`config.mk`:
```
export PLATFORM = sky130hd
export DESIGN_NAME = ascii_motor_command_parser
export DESIGN_NICKNAME = d
export VERILOG_FILES = /design/src/rtl/amcp_pkg.sv /design/src/rtl/amcp_decode.sv /design/src/rtl/amcp_out_buf.sv /design/src/rtl/ascii_motor_command_parser.sv
export VERILOG_INCLUDE_DIRS = /design/src /design/src/rtl
export SDC_FILE = /design/constraint.sdc
export NUM_CORES = 1
export LEC_CHECK = 0
export BUFFER_PORTS_ARGS = -buffer_cell sky130_fd_sc_hd__buf_2
export CORE_UTILIZATION = 63
export CTS_BUF_LIST = sky130_fd_sc_hd__clkbuf_4
export CTS_CLUSTER_DIAMETER = 80
export CTS_CLUSTER_SIZE = 24
export DETAILED_ROUTE_END_ITERATION = 10
export PLACE_DENSITY_LB_ADDON = 0.15
export SLEW_MARGIN = 25
export SYNTH_ARGS = -nofsm -noshare
export SYNTH_HDL_FRONTEND = slang
export SYNTH_SLANG_ARGS = --single-unit
```
`constraint.sdc`:
```
create_clock -name clk -period 7.7 [get_ports clk]
set_input_delay 0.385 -clock clk [delete_from_list [all_inputs] [get_ports clk]]
set_output_delay 0.385 -clock clk [all_outputs]
set_load 0.01 [all_outputs]
```
`src/rtl/ascii_motor_command_parser_assert.svh`:
```
// ----------------------------------------------------------------------------
// ascii_motor_command_parser_assert
// Assertion macros for the RTL files of the motor command parser.
// Each macro expects signals named clk and rst in the enclosing module.
// ----------------------------------------------------------------------------
`ifndef ASCII_MOTOR_COMMAND_PARSER_ASSERT_SVH
`define ASCII_MOTOR_COMMAND_PARSER_ASSERT_SVH

// Same-cycle implication, checked outside of reset.
`define AMCP_ASSERT_IMP(label, cond, expr, msg) \
  label: assert property (@(posedge clk) disable iff (rst) (cond) |-> (expr)) \
    else $error(msg);

// Next-cycle implication, checked outside of reset.
`define AMCP_ASSERT_NXT(label, cond, expr, msg) \
  label: assert property (@(posedge clk) disable iff (rst) (cond) |=> (expr)) \
    else $error(msg);

`endif

```
`src/rtl/amcp_pkg.sv`:
```
// ----------------------------------------------------------------------------
// amcp_pkg
// Types and constants of the ASCII motor command parser.
// ----------------------------------------------------------------------------
package amcp_pkg;

  localparam int LINE_MAX = 63;
  localparam int MOTORS   = 3;
  localparam int COUNT_W  = $clog2(LINE_MAX + 1);
  localparam int OUT_W    = 48;

  localparam logic [7:0] CH_LF    = 8'h0A;
  localparam logic [7:0] CH_CR    = 8'h0D;
  localparam logic [7:0] CH_TAB   = 8'h09;
  localparam logic [7:0] CH_SPACE = 8'h20;
  localparam logic [7:0] CH_ZERO  = 8'h30;
  localparam logic [7:0] CH_NINE  = 8'h39;
  localparam logic [7:0] CH_COMMA = 8'h2C;
  localparam logic [7:0] CH_PLUS  = 8'h2B;
  localparam logic [7:0] CH_MINUS = 8'h2D;
  localparam logic [7:0] CH_QUERY = 8'h3F;
  localparam logic [7:0] CH_A     = 8'h41;
  localparam logic [7:0] CH_B     = 8'h42;
  localparam logic [7:0] CH_C     = 8'h43;
  localparam logic [7:0] CH_D     = 8'h44;
  localparam logic [7:0] CH_E     = 8'h45;
  localparam logic [7:0] CH_G     = 8'h47;
  localparam logic [7:0] CH_P     = 8'h50;
  localparam logic [7:0] CH_R     = 8'h52;
  localparam logic [7:0] CH_S     = 8'h53;
  localparam logic [7:0] CH_Z     = 8'h5A;
  localparam logic [7:0] CH_NUL   = 8'h00;

  typedef enum logic [3:0] {
    ACT_PING       = 4'd0,
    ACT_STATUS     = 4'd1,
    ACT_DISABLE_ALL = 4'd2,
    ACT_DEBUG      = 4'd3,
    ACT_ENABLE     = 4'd4,
    ACT_DISABLE    = 4'd5,
    ACT_DUTY       = 4'd6,
    ACT_DIR        = 4'd7,
    ACT_CLEAR_FAULT = 4'd8,
    ACT_ZERO_COUNT = 4'd9,
    ACT_BAD_INDEX  = 4'd10,
    ACT_NO_COMMA   = 4'd11,
    ACT_UNKNOWN    = 4'd12
  } action_t;

  typedef enum logic [2:0] {
    NUM_SKIP   = 3'b001,
    NUM_ACTIVE = 3'b010,
    NUM_DONE   = 3'b100
  } num_phase_t;

  // Line context handed to the decoder.
  typedef struct packed {
    logic [7:0]  first_char;
    logic [7:0]  second_char;
    logic [7:0]  third_char;
    logic        comma_seen;
    logic        number_negative;
    logic [31:0] number_accum;
  } line_ctx_t;

  // Result item; action sits in the lowest bits.
  typedef struct packed {
    logic        reverse;
    logic [31:0] value;
    logic [3:0]  motor_index;
    action_t     action;
  } result_t;

endpackage

```
`src/rtl/amcp_decode.sv`:
```
// ----------------------------------------------------------------------------
// amcp_decode
// Turns the collected line context into one command result.
// ----------------------------------------------------------------------------
module amcp_decode
  import amcp_pkg::*;
(
  input  line_ctx_t ctx,
  output result_t   result
);

  logic [31:0] num;
  logic [7:0]  idx;

  always_comb begin
    num = ctx.number_negative ? (32'd0 - ctx.number_accum) : ctx.number_accum;
    // Index wraps modulo 256, so anything below '0' lands far above MOTORS.
    idx = ctx.second_char - CH_ZERO;

    result.action      = ACT_UNKNOWN;
    result.motor_index = 4'd0;
    result.value       = 32'd0;
    result.reverse     = 1'b0;

    if (ctx.first_char == CH_P && ctx.second_char == CH_NUL) begin
      result.action = ACT_PING;
    end else if (ctx.first_char == CH_QUERY) begin
      result.action = ACT_STATUS;
    end else if (ctx.first_char == CH_D && ctx.second_char == CH_A) begin
      result.action = ACT_DISABLE_ALL;
    end else if (ctx.first_char == CH_D && ctx.second_char == CH_B &&
                 ctx.third_char == CH_G) begin
      result.action = ACT_DEBUG;
    end else if (idx >= 8'(MOTORS)) begin
      result.action = ACT_BAD_INDEX;
    end else begin
      result.motor_index = idx[3:0];
      case (ctx.first_char)
        CH_E: result.action = ACT_ENABLE;
        CH_D: result.action = ACT_DISABLE;
        CH_S: begin
          if (ctx.comma_seen) begin
            result.action = ACT_DUTY;
            result.value  = num;
          end else begin
            result.action = ACT_NO_COMMA;
          end
        end
        CH_R: begin
          if (ctx.comma_seen) begin
            result.action  = ACT_DIR;
            result.value   = num;
            result.reverse = (num != 32'd0);
          end else begin
            result.action = ACT_NO_COMMA;
          end
        end
        CH_C: result.action = ACT_CLEAR_FAULT;
        CH_Z: result.action = ACT_ZERO_COUNT;
        default: begin
          result.action      = ACT_UNKNOWN;
          result.motor_index = 4'd0;
        end
      endcase
    end
  end

endmodule

```
`src/rtl/amcp_out_buf.sv`:
```
// ----------------------------------------------------------------------------
// amcp_out_buf
// Output register with one skid entry between decoder and result stream.
// ----------------------------------------------------------------------------
`include "ascii_motor_command_parser_assert.svh"

module amcp_out_buf
  import amcp_pkg::*;
(
  input  logic    clk,
  input  logic    rst,
  input  logic    push,
  input  result_t push_item,
  output logic    in_ready,
  output logic    out_valid,
  input  logic    out_ready,
  output result_t out_item
);

  logic    skid_valid;
  result_t skid_item;
  logic    out_stall;

  assign out_stall = out_valid && !out_ready;
  assign in_ready  = !skid_valid;

  always_ff @(posedge clk) begin
    if (rst) begin
      out_valid  <= 1'b0;
      skid_valid <= 1'b0;
    end else if (out_stall) begin
      if (push) begin
        skid_valid <= 1'b1;
      end
    end else if (skid_valid) begin
      out_valid  <= 1'b1;
      skid_valid <= 1'b0;
    end else begin
      out_valid <= push;
    end
  end

  always_ff @(posedge clk) begin
    if (out_stall) begin
      if (push) begin
        skid_item <= push_item;
      end
    end else if (skid_valid) begin
      out_item <= skid_item;
    end else if (push) begin
      out_item <= push_item;
    end
  end

  `AMCP_ASSERT_IMP(a_skid_behind_out, skid_valid, out_valid,
                   "skid entry full while output register is empty")
  `AMCP_ASSERT_IMP(a_no_push_when_full, push, !skid_valid,
                   "result pushed while both entries are full")
  `AMCP_ASSERT_NXT(a_stalled_push_kept, push && out_stall, skid_valid,
                   "result pushed during a stall was not kept")
  `AMCP_ASSERT_NXT(a_skid_drains, skid_valid && out_ready, out_valid && !skid_valid,
                   "skid entry did not move to the output register")

endmodule

```
`src/rtl/ascii_motor_command_parser.sv`:
```
// Output: the CR or LF transaction that ends a non-empty line pushes its result
// into the output register and skid entry, a two-entry buffer that absorbs stalls.
// Throughput: one byte per cycle while s_tready is high; it drops while the skid
// entry is full. The byte parser and multiply-by-ten accumulate are combinational.
// Reset: rst clears the line state and empties the output buffer.
// ----------------------------------------------------------------------------
// ascii_motor_command_parser
// Collects received bytes into lines and decodes one motor command per line.
// ----------------------------------------------------------------------------
module ascii_motor_command_parser
  import amcp_pkg::*;
(
  input  logic             clk,
  input  logic             rst,
  input  logic             s_tvalid,
  output logic             s_tready,
  input  logic [7:0]       s_tdata,   // [7:0] rx_byte
  output logic             m_tvalid,
  input  logic             m_tready,
  output logic [OUT_W-1:0] m_tdata    // [3:0] action, [7:4] motor_index,
                                      // [39:8] value, [40] reverse
);

  logic [COUNT_W-1:0] line_count, line_count_next;
  logic               text_ended, text_ended_next;
  num_phase_t         number_phase, number_phase_next;
  line_ctx_t          ctx, ctx_next;

  logic       accept;
  logic [7:0] b;
  logic       is_eol;
  logic       is_digit;
  logic       is_space;
  logic       emit;
  logic [31:0] accum_step;
  result_t    decoded;
  result_t    out_item;

  assign accept = s_tvalid && s_tready;
  assign b      = s_tdata;
  assign is_eol = (b == CH_LF) || (b == CH_CR);
  assign is_digit = (b >= CH_ZERO) && (b <= CH_NINE);
  assign is_space = (b == CH_SPACE) || ((b >= CH_TAB) && (b <= CH_CR));
  assign emit   = accept && is_eol && (line_count != '0);
  assign accum_step = (ctx.number_accum << 3) + (ctx.number_accum << 1) +
                      {28'd0, b[3:0]};

  always_comb begin
    line_count_next   = line_count;
    text_ended_next   = text_ended;
    number_phase_next = number_phase;
    ctx_next          = ctx;
    if (accept) begin
      if (is_eol) begin
        if (line_count != '0) begin
          line_count_next   = '0;
          text_ended_next   = 1'b0;
          number_phase_next = NUM_SKIP;
          ctx_next          = '0;
        end
      end else if (line_count < COUNT_W'(LINE_MAX)) begin
        line_count_next = line_count + COUNT_W'(1);
        if (line_count == COUNT_W'(0)) begin
          ctx_next.first_char = b;
        end else if (line_count == COUNT_W'(1)) begin
          ctx_next.second_char = b;
        end else if (line_count == COUNT_W'(2)) begin
          ctx_next.third_char = b;
        end
        // From the third byte on, look for the comma and then the number.
        if (line_count >= COUNT_W'(2) && !text_ended) begin
          if (b == CH_NUL) begin
            text_ended_next = 1'b1;
          end else if (!ctx.comma_seen) begin
            if (b == CH_COMMA) begin
              ctx_next.comma_seen = 1'b1;
            end
          end else begin
            case (number_phase)
              NUM_SKIP: begin
                if (is_space) begin
                  number_phase_next = NUM_SKIP;
                end else if (b == CH_PLUS || b == CH_MINUS) begin
                  ctx_next.number_negative = (b == CH_MINUS);
                  number_phase_next        = NUM_ACTIVE;
                end else if (is_digit) begin
                  ctx_next.number_accum = accum_step;
                  number_phase_next     = NUM_ACTIVE;
                end else begin
                  number_phase_next = NUM_DONE;
                end
              end
              NUM_ACTIVE: begin
                if (is_digit) begin
                  ctx_next.number_accum = accum_step;
                end else begin
                  number_phase_next = NUM_DONE;
                end
              end
              NUM_DONE: number_phase_next = NUM_DONE;
              default:  number_phase_next = NUM_DONE;
            endcase
          end
        end
      end
    end
  end

  always_ff @(posedge clk) begin
    if (rst) begin
      line_count   <= '0;
      text_ended   <= 1'b0;
      number_phase <= NUM_SKIP;
      ctx          <= '0;
    end else begin
      line_count   <= line_count_next;
      text_ended   <= text_ended_next;
      number_phase <= number_phase_next;
      ctx          <= ctx_next;
    end
  end

  amcp_decode u_decode (
    .ctx    (ctx),
    .result (decoded)
  );

  amcp_out_buf u_out_buf (
    .clk       (clk),
    .rst       (rst),
    .push      (emit),
    .push_item (decoded),
    .in_ready  (s_tready),
    .out_valid (m_tvalid),
    .out_ready (m_tready),
    .out_item  (out_item)
  );

  assign m_tdata = {{(OUT_W - $bits(result_t)){1'b0}}, out_item};

endmodule

```
==> out/results.tsv, run 1 <==
stage	metric	value	unit
yosys	synth_compound_area_share	16.4	%
setup_path	worstPathCellList	inv_1 -> ha_1 -> or4b_1 -> nor2_1 -> nand3_1 -> o21a_1 -> nor3_1 -> o211ai_1 -> nor4_2 -> o41ai_1	
pwr	power.internal	0.00107	W
routing	final_antenna_net_count	0	
final_layout	stdcell_count	1212	
timing	finalSetupViolCount	0	
floorplan	die-width	124	µm
setup_path	r2r_setup_slack	4.30	ns
pwr	pwr-share-clk	34.9	%
setup_path	criticalPathCategory	reg2reg	
yosys	synth_cell_type_count	81	
clock_network	cts_tree	yes	
floorplan	initial_core_util	64.5	%
placement	place.gp.congestion	0.919	
grt	grt_pass1_vias	6592	
clock_network	clk_latency	0.57	ns
setup_path	critical_path.startpoint	ctx[0]	
yosys	synthSimpleGateAreaFrac	19.0	%
clock_network	htree_levels	4	
yosys	netlist_instances	986	
setup_path	worst_path_max_delay_cell	or4b_1	
timing	rsz0062_at_grt	no	
yosys	synth_xor_area_share	5.33	%
clock_network	cts.path.max_buffers	2	
routing	drt_iter0_drc	788	
setup_path	reg2reg_to	u_out_buf.out_item[40]	
setup_path	path_depth	10	
timing	min_period	3.40	ns
job	maxCapViolCount	0	
placement	hpwl	14400	µm
yosys	synth_top_family_by_area	simple AND/OR/NAND/NOR gates	
pwr	swShare	24.2	%
yosys	synth_mux_area_share	4.82	%
yosys	ys_top_cells_by_area	edfxtp_1 (26%), dfxtp_1 (15%), ha_1 (8.8%)	
routing	drt_first_pass_iters	5	
placement	pre_cts_ws	4.07	ns
routing	drc	0	
routing	wire_per_inst	16.6	µm
timing	final.setup.tns	0	ns
placement	post-place-cells	1179	
final_layout	num-nets-final	1094	
clock_network	path_clk_slew	0.13	ns
final_layout	drive_gt1_share	12.2	%
setup_path	cp-start-kind	flip-flop	
routing	drt-vias-per-instance	6.20	
placement	io_buffers	54	
grt	grt.overflow.total	0	
grt	grt_max_degree	68	
yosys	synth_fa_ha_area_share	9.27	%
yosys	async_flop_share	0	%
clock_network	cts.root.buffer_cell	clkbuf_4	
setup_path	crit_buf_inv	1	
yosys	syn_area	0.00934	mm²
yosys	ys.flop_type	edfxtp_1	
yosys	synth.avg_cell_area	9.47	µm²
hold_path	min_path_type	in2reg	
timing	fin_skew	0.0223	ns
hold_path	hold_start	s_tdata[6]	
setup_path	critPathCapture	u_out_buf.out_item[40]	
yosys	synth_edf_count	82	
yosys	synth_seq_area_share	41.4	%
pwr	max-vdd-ir-drop	90.5	µV
floorplan	die-area	0.0153	mm²
timing	final_max_slew_viol_count	0	
pwr	p_seq_share	60.8	%
floorplan	core_area	0.0145	mm²
yosys	ys_ff_latch	152	
grt	antenna_found_initial	0	
setup_path	end_kind	flip-flop	
timing	tightest_slew	1.01	ns
routing	vias	7517	
floorplan	pin_count	62	
pwr	powerDensity	142	mW/mm²
pwr	power_frac_comb	4.2	%
timing	final.setup.worst_slack	4.30	ns
setup_path	cpPeakStageDelay	0.55	ns
setup_path	cp_top_family	simple AND/OR/NAND/NOR gates	
setup_path	crit_arrival	3.70	ns
timing	min_period_over_period	44.2	%
yosys	synth_top_area_share	26.4	%
clock_network	cts.repair.resized	0	
timing	hold_viol_final	0	
grt	grt_pass1_wl	33200	µm
setup_path	r2r_cells	10	
yosys	synth_area_leader_cell	edfxtp_1	
status	outcome	completed	
setup_path	r2r_start	ctx[0]	
yosys	synth_commonest_cells	nor2_1 (108), nand2_1 (92), edfxtp_1 (82)	
clock_network	clock_sinks	152	
yosys	yosysMostFrequentCell	nor2_1	
setup_path	worstPathRequired	8.00	ns
final_layout	fillerInstances	1167	
grt	grt_use_total	27.7	%
final_layout	syn2layout_area_growth	6.67	%
setup_path	path_max_fanout	9	
pwr	power_leakage	4.09	nW
floorplan	rows	44	
timing	holdWs	0.116	ns
floorplan	die_y	124	µm
routing	totalWireLength	20100	µm
clock_network	holdBufCountCts	0	
timing	fmax	294	MHz
timing	slew_headroom	32.5	%
yosys	yosysWarnings	0	
clock_network	post_cts_buffers	0	
pwr	p_sw	0.000343	W
clock_network	numCtsBuffers	17	
flip-flops by register name, summed over array words and instances, names as in the netlist:
register              cells
u_out_buf.out_valid       1
u_out_buf.skid_item      41
number_phase              3
ctx                      58
u_out_buf.out_item       41
line_count                6
u_out_buf.skid_valid      1
text_ended                1
metrics by stage:
| step | total power, W | area, µm² | util (%) |
|---|---|---|---|
| global route | 0.00146 | 9960 | 68.8 |
| global placement | 0.000936 | 9680 | 66.9 |
| CTS | 0.00142 | 9960 | 68.8 |
| finish | 0.00141 | 9960 | 68.8 |
| detailed placement | 0.000937 | 9680 | 66.9 |
| floorplan | 0.000923 | 9370 | - |
worst min-delay path by stage:
stage                 end  cells past startpoint  slack, ns
2_1_floorplan  text_ended                      2       0.44
3_3_place_gp   text_ended                      2       0.45
3_5_place_dp   text_ended                      2       0.46
4_1_cts           ctx[56]                      3       0.09
5_1_grt           ctx[54]                      3       0.10
6_report          ctx[56]                      3       0.12
area by class of cell:
cell class | instances | area (µm²) | share of cell area (%)
antenna | 1 | 2.50 | 0.0251
clock buffer | 18 | 135 | 1.36
clock inverter | 14 | 148 | 1.48
inverter | 23 | 86.3 | 0.866
multi-input combinational | 759 | 5170 | 51.9
sequential | 152 | 3860 | 38.8
tap | 184 | 230 | 2.31
timing repair buffer | 61 | 323 | 3.24
power groups by stage:
stage,registers [W],clock network [W],logic [W]
3_5_place_dp,0.000879,0,0.0000588
5_1_grt,0.000862,0.000535,0.0000672
4_1_cts,0.000860,0.000498,0.0000593
3_3_place_gp,0.000878,0,0.0000580
6_report,0.000861,0.000494,0.0000597
2_1_floorplan,0.000874,0,0.0000491
per-layer routing:
layer | track usage [%] | vias up | part of all wire [%] | routed length, µm
li1 | - | 3693 | - | -
met1 | 42.6 | 3523 | 50 | 10100
met2 | 39.6 | 273 | 43 | 8590
met3 | 3.85 | 28 | 5.7 | 1160
met4 | 8.89 | 0 | 1.6 | 315
met5 | 0 | - | 0 | 0
worst min-delay path: cells and delay by family:
kind | cells | cell delay [ns]
muxes | 1 | 0.07
and+or+nand+nor | 1 | 0.07
buffers and inverters | 1 | 0.11
cell families (layout without fill, tap and decap cells):
logic type / after synthesis / count (layout)
AND/OR/NAND/NOR: 355 / 355
XOR/XNOR: 56 / 56
multiplexers: 44 / 44
other: 1 / 10
buffers and inverters: 83 / 116
flip-flops: 152 / 152
AO/OA/AOI/OAI: 227 / 227
adder cells (fa/ha/maj): 68 / 68
placed cells by master, fill, tap and decap left out, types with 7 or more instances in the layout:
| cell type | count |
|---|---|
| buf_2 | 54 |
| nand3_1 | 23 |
| o31ai_1 | 35 |
| mux2_2 | 8 |
| xor2_1 | 36 |
| o21ai_0 | 27 |
| nor3_1 | 20 |
| inv_1 | 21 |
| nor4_1 | 13 |
| a21o_1 | 13 |
| clkbuf_4 | 18 |
| nand2_1 | 92 |
| and3_1 | 11 |
| conb_1 | 9 |
| buf_4 | 7 |
| ha_1 | 66 |
| or3_1 | 8 |
| nor2_1 | 108 |
| xnor2_1 | 19 |
| or4_1 | 8 |
| a31oi_1 | 9 |
| o21ai_1 | 12 |
| mux2i_1 | 36 |
| and2_1 | 12 |
| nand4_1 | 10 |
| a21oi_1 | 62 |
| dfxtp_1 | 69 |
| nor2b_1 | 9 |
| edfxtp_1 | 82 |
(Power assumes the default switching activity.)
==> run 2, diff against run 1 <==
--- a/config.mk
+++ b/config.mk
@@ -7,7 +7,7 @@
 export NUM_CORES = 1
 export LEC_CHECK = 0
 export BUFFER_PORTS_ARGS = -buffer_cell sky130_fd_sc_hd__buf_2
-export CORE_UTILIZATION = 63
+export CORE_UTILIZATION = 57
 export CTS_BUF_LIST = sky130_fd_sc_hd__clkbuf_4
 export CTS_CLUSTER_DIAMETER = 80
 export CTS_CLUSTER_SIZE = 24
==> constraint.sdc (replaced) <==
create_clock -name clk -period 2.9 [get_ports clk]
set_input_delay 0.145 -clock clk [delete_from_list [all_inputs] [get_ports clk]]
set_output_delay 0.145 -clock clk [all_outputs]
set_load 0.01 [all_outputs]
==> out/results.tsv, run 2 (synthesized netlist as in run 1, its figures left out) <==
stage	metric	value	unit
status	outcome	finished, violations left	
status	violations	setup timing	
grt	antenna_found_initial	0	
placement	io_buffers	54	
clock_network	cts.path.max_buffers	2	
timing	rsz0062_at_grt	yes	
clock_network	clock_sinks	152	
final_layout	reg.largest.list	ctx: 58 flops, u_out_buf.out_item: 41 flops, u_out_buf.skid_item: 41 flops	
floorplan	die-width	130	µm
routing	wire_per_inst	16.1	µm
final_layout	final_core_utilization	68.9	%
setup_path	cpPeakStageDelay	0.57	ns
clock_network	htree_levels	4	
setup_path	reg2reg_to	u_out_buf.out_item[40]	
floorplan	core_area	0.0159	mm²
timing	fin_skew	0.0202	ns
timing	min_period_over_period	105	%
setup_path	critPathCapture	u_out_buf.out_item[40]	
routing	totalWireLength	21600	µm
timing	final.setup.tns	-0.260	ns
floorplan	rows	46	
final_layout	fillerInstances	1269	
setup_path	r2r_setup_slack	-0.16	ns
final_layout	final_cell_mix	nor2_1 (108), nand2_1 (92), buf_4 (92), edfxtp_1 (82), ha_1 (64)	
grt	grt_use_total	26.4	%
pwr	power.internal	0.00295	W
final_layout	finalInstanceArea	0.0110	mm²
pwr	power_frac_comb	4.8	%
placement	placed_area	0.0104	mm²
clock_network	path_clk_slew	0.13	ns
routing	vias	7766	
setup_path	path_max_fanout	4	
final_layout	syn2layout_area_growth	17.6	%
setup_path	end_kind	flip-flop	
setup_path	crit_top_cell	or4_4	
grt	grt_pass1_vias	7005	
setup_path	r2r_cells	9	
placement	place.gp.congestion	0.878	
setup_path	criticalPathCategory	reg2reg	
setup_path	crit_arrival	3.36	ns
grt	grt_max_degree	68	
pwr	p_seq_share	58.5	%
floorplan	pin_count	62	
pwr	powerDensity	355	mW/mm²
clock_network	clk_latency	0.57	ns
timing	min_period	3.06	ns
final_layout	multi_input_area	0.00535	mm²
pwr	power_leakage	4.62	nW
placement	pre_cts_ws	-0.142	ns
timing	holdWs	0.0631	ns
final_layout	largest_reg_flops	58	
setup_path	critical_path.startpoint	ctx[16]	
hold_path	min_path_type	in2reg	
floorplan	die_y	130	µm
floorplan	die-area	0.0169	mm²
setup_path	r2r_start	ctx[16]	
routing	drt-vias-per-instance	5.80	
routing	drt_iter0_drc	852	
final_layout	regMostFlops	ctx	
timing	tightest_slew	0.642	ns
timing	finalSetupViolCount	2	
final_layout	layout_commonest_cell	nor2_1	
routing	final_antenna_net_count	0	
timing	final_max_slew_viol_count	0	
pwr	max-vdd-ir-drop	274	µV
routing	drt_first_pass_iters	5	
final_layout	num-nets-final	1190	
pwr	swShare	24.3	%
timing	fmax	327	MHz
pwr	pwr-share-clk	36.7	%
timing	hold_viol_final	0	
job	maxCapViolCount	0	
timing	slew_headroom	57.2	%
clock_network	numCtsBuffers	17	
floorplan	initial_core_util	58.6	%
grt	grt_pass1_wl	35000	µm
final_layout	drive_gt1_share	21.7	%
routing	drc	0	
setup_path	worst_path_max_delay_cell	or4_4	
clock_network	cts_tree	yes	
timing	final.setup.worst_slack	-0.159	ns
grt	grt.overflow.total	0	
setup_path	worstPathRequired	3.20	ns
clock_network	cts.root.buffer_cell	clkbuf_4	
setup_path	cp-start-kind	flip-flop	
final_layout	seq_area	0.00387	mm²
pwr	p_sw	0.000950	W
setup_path	worstPathCellList	or4_4 -> or4_4 -> buf_6 -> o41ai_4 -> xor2_1 -> and2_1 -> nand4_1 -> nor4_4 -> o41ai_2	
placement	hpwl	15500	µm
-- run 2: cell types whose count changed in the layout (fill, tap and decap cells not counted), moves of 3 or more --
cell / delta
buf_4: +85
dlygate4sd3_1: +8
a21oi_1: -6
dfxtp_1: -6
dfxtp_2: +6
a21oi_2: +5
o21ai_0: -4
a211oi_1: -3
a211oi_2: +3
o21ai_2: +3
-- run 2: worst min-delay path by stage --
stage	start	to	slack (ns)	cells past startpoint
after global routing	s_tdata[1]	ctx[33]	0.05	4
final	s_tdata[1]	ctx[33]	0.06	4
after CTS	s_tdata[1]	ctx[33]	0.02	4
after global placement	text_ended	text_ended	0.45	2
after floorplan	s_tdata[4]	ctx[38]	0.29	2
after detailed placement	rst	ctx[13]	0.47	2
-- run 2: critical path, delay by kind of cell, from the launching register on --
kind / cells / cell delay (ns)
and+or+nand+nor: 5 / 1.62
AOI/OAI and AO/OA: 2 / 0.45
DFF: 1 / 0.34
xor gates and xnor gates: 1 / 0.25
buffers and inverters: 1 / 0.15
-- run 2: cell type report --
type / count / share of cell area, %
diodes: 1 / 0.0228
clock buffers: 18 / 1.23
clock inverters: 14 / 1.58
inverters: 23 / 0.786
multi-input cells: 759 / 48.7
flip-flops and latches: 152 / 35.2
well taps: 216 / 2.46
repair buffers: 157 / 9.94
-- run 2: power by group through the flow --
stage               sequential (W)  clock [W]  combinational, W
CTS                        0.00228    0.00146          0.000182
global placement           0.00233          0          0.000168
finish                     0.00228    0.00143          0.000188
detailed placement         0.00233          0          0.000172
global route               0.00228    0.00153          0.000204
floorplan                  0.00232          0          0.000133
-- run 2: per-stage QoR --
stage,instances,power [W]
2_1_floorplan,994,0.00245
3_3_place_gp,1295,0.00250
3_5_place_dp,1295,0.00250
4_1_cts,1337,0.00392
5_1_grt,1339,0.00402
6_report,1340,0.00390
-- run 2: repair_timing --
item	CTS	global route
setup buffers	2	2
hold buffers	8	0
resized for setup	7	33
setup endpoints to repair	6	20
pin swaps	2	15
hold endpoints to repair	20	0
-- run 2: layer usage --
layer  wire length [µm]  track usage, %  share of wire, %
met1              10600            38.4                49
met2               9630            39.9                45
met3                992            4.55               4.6
met4                343            8.28               1.6
met5                  0               0                 0
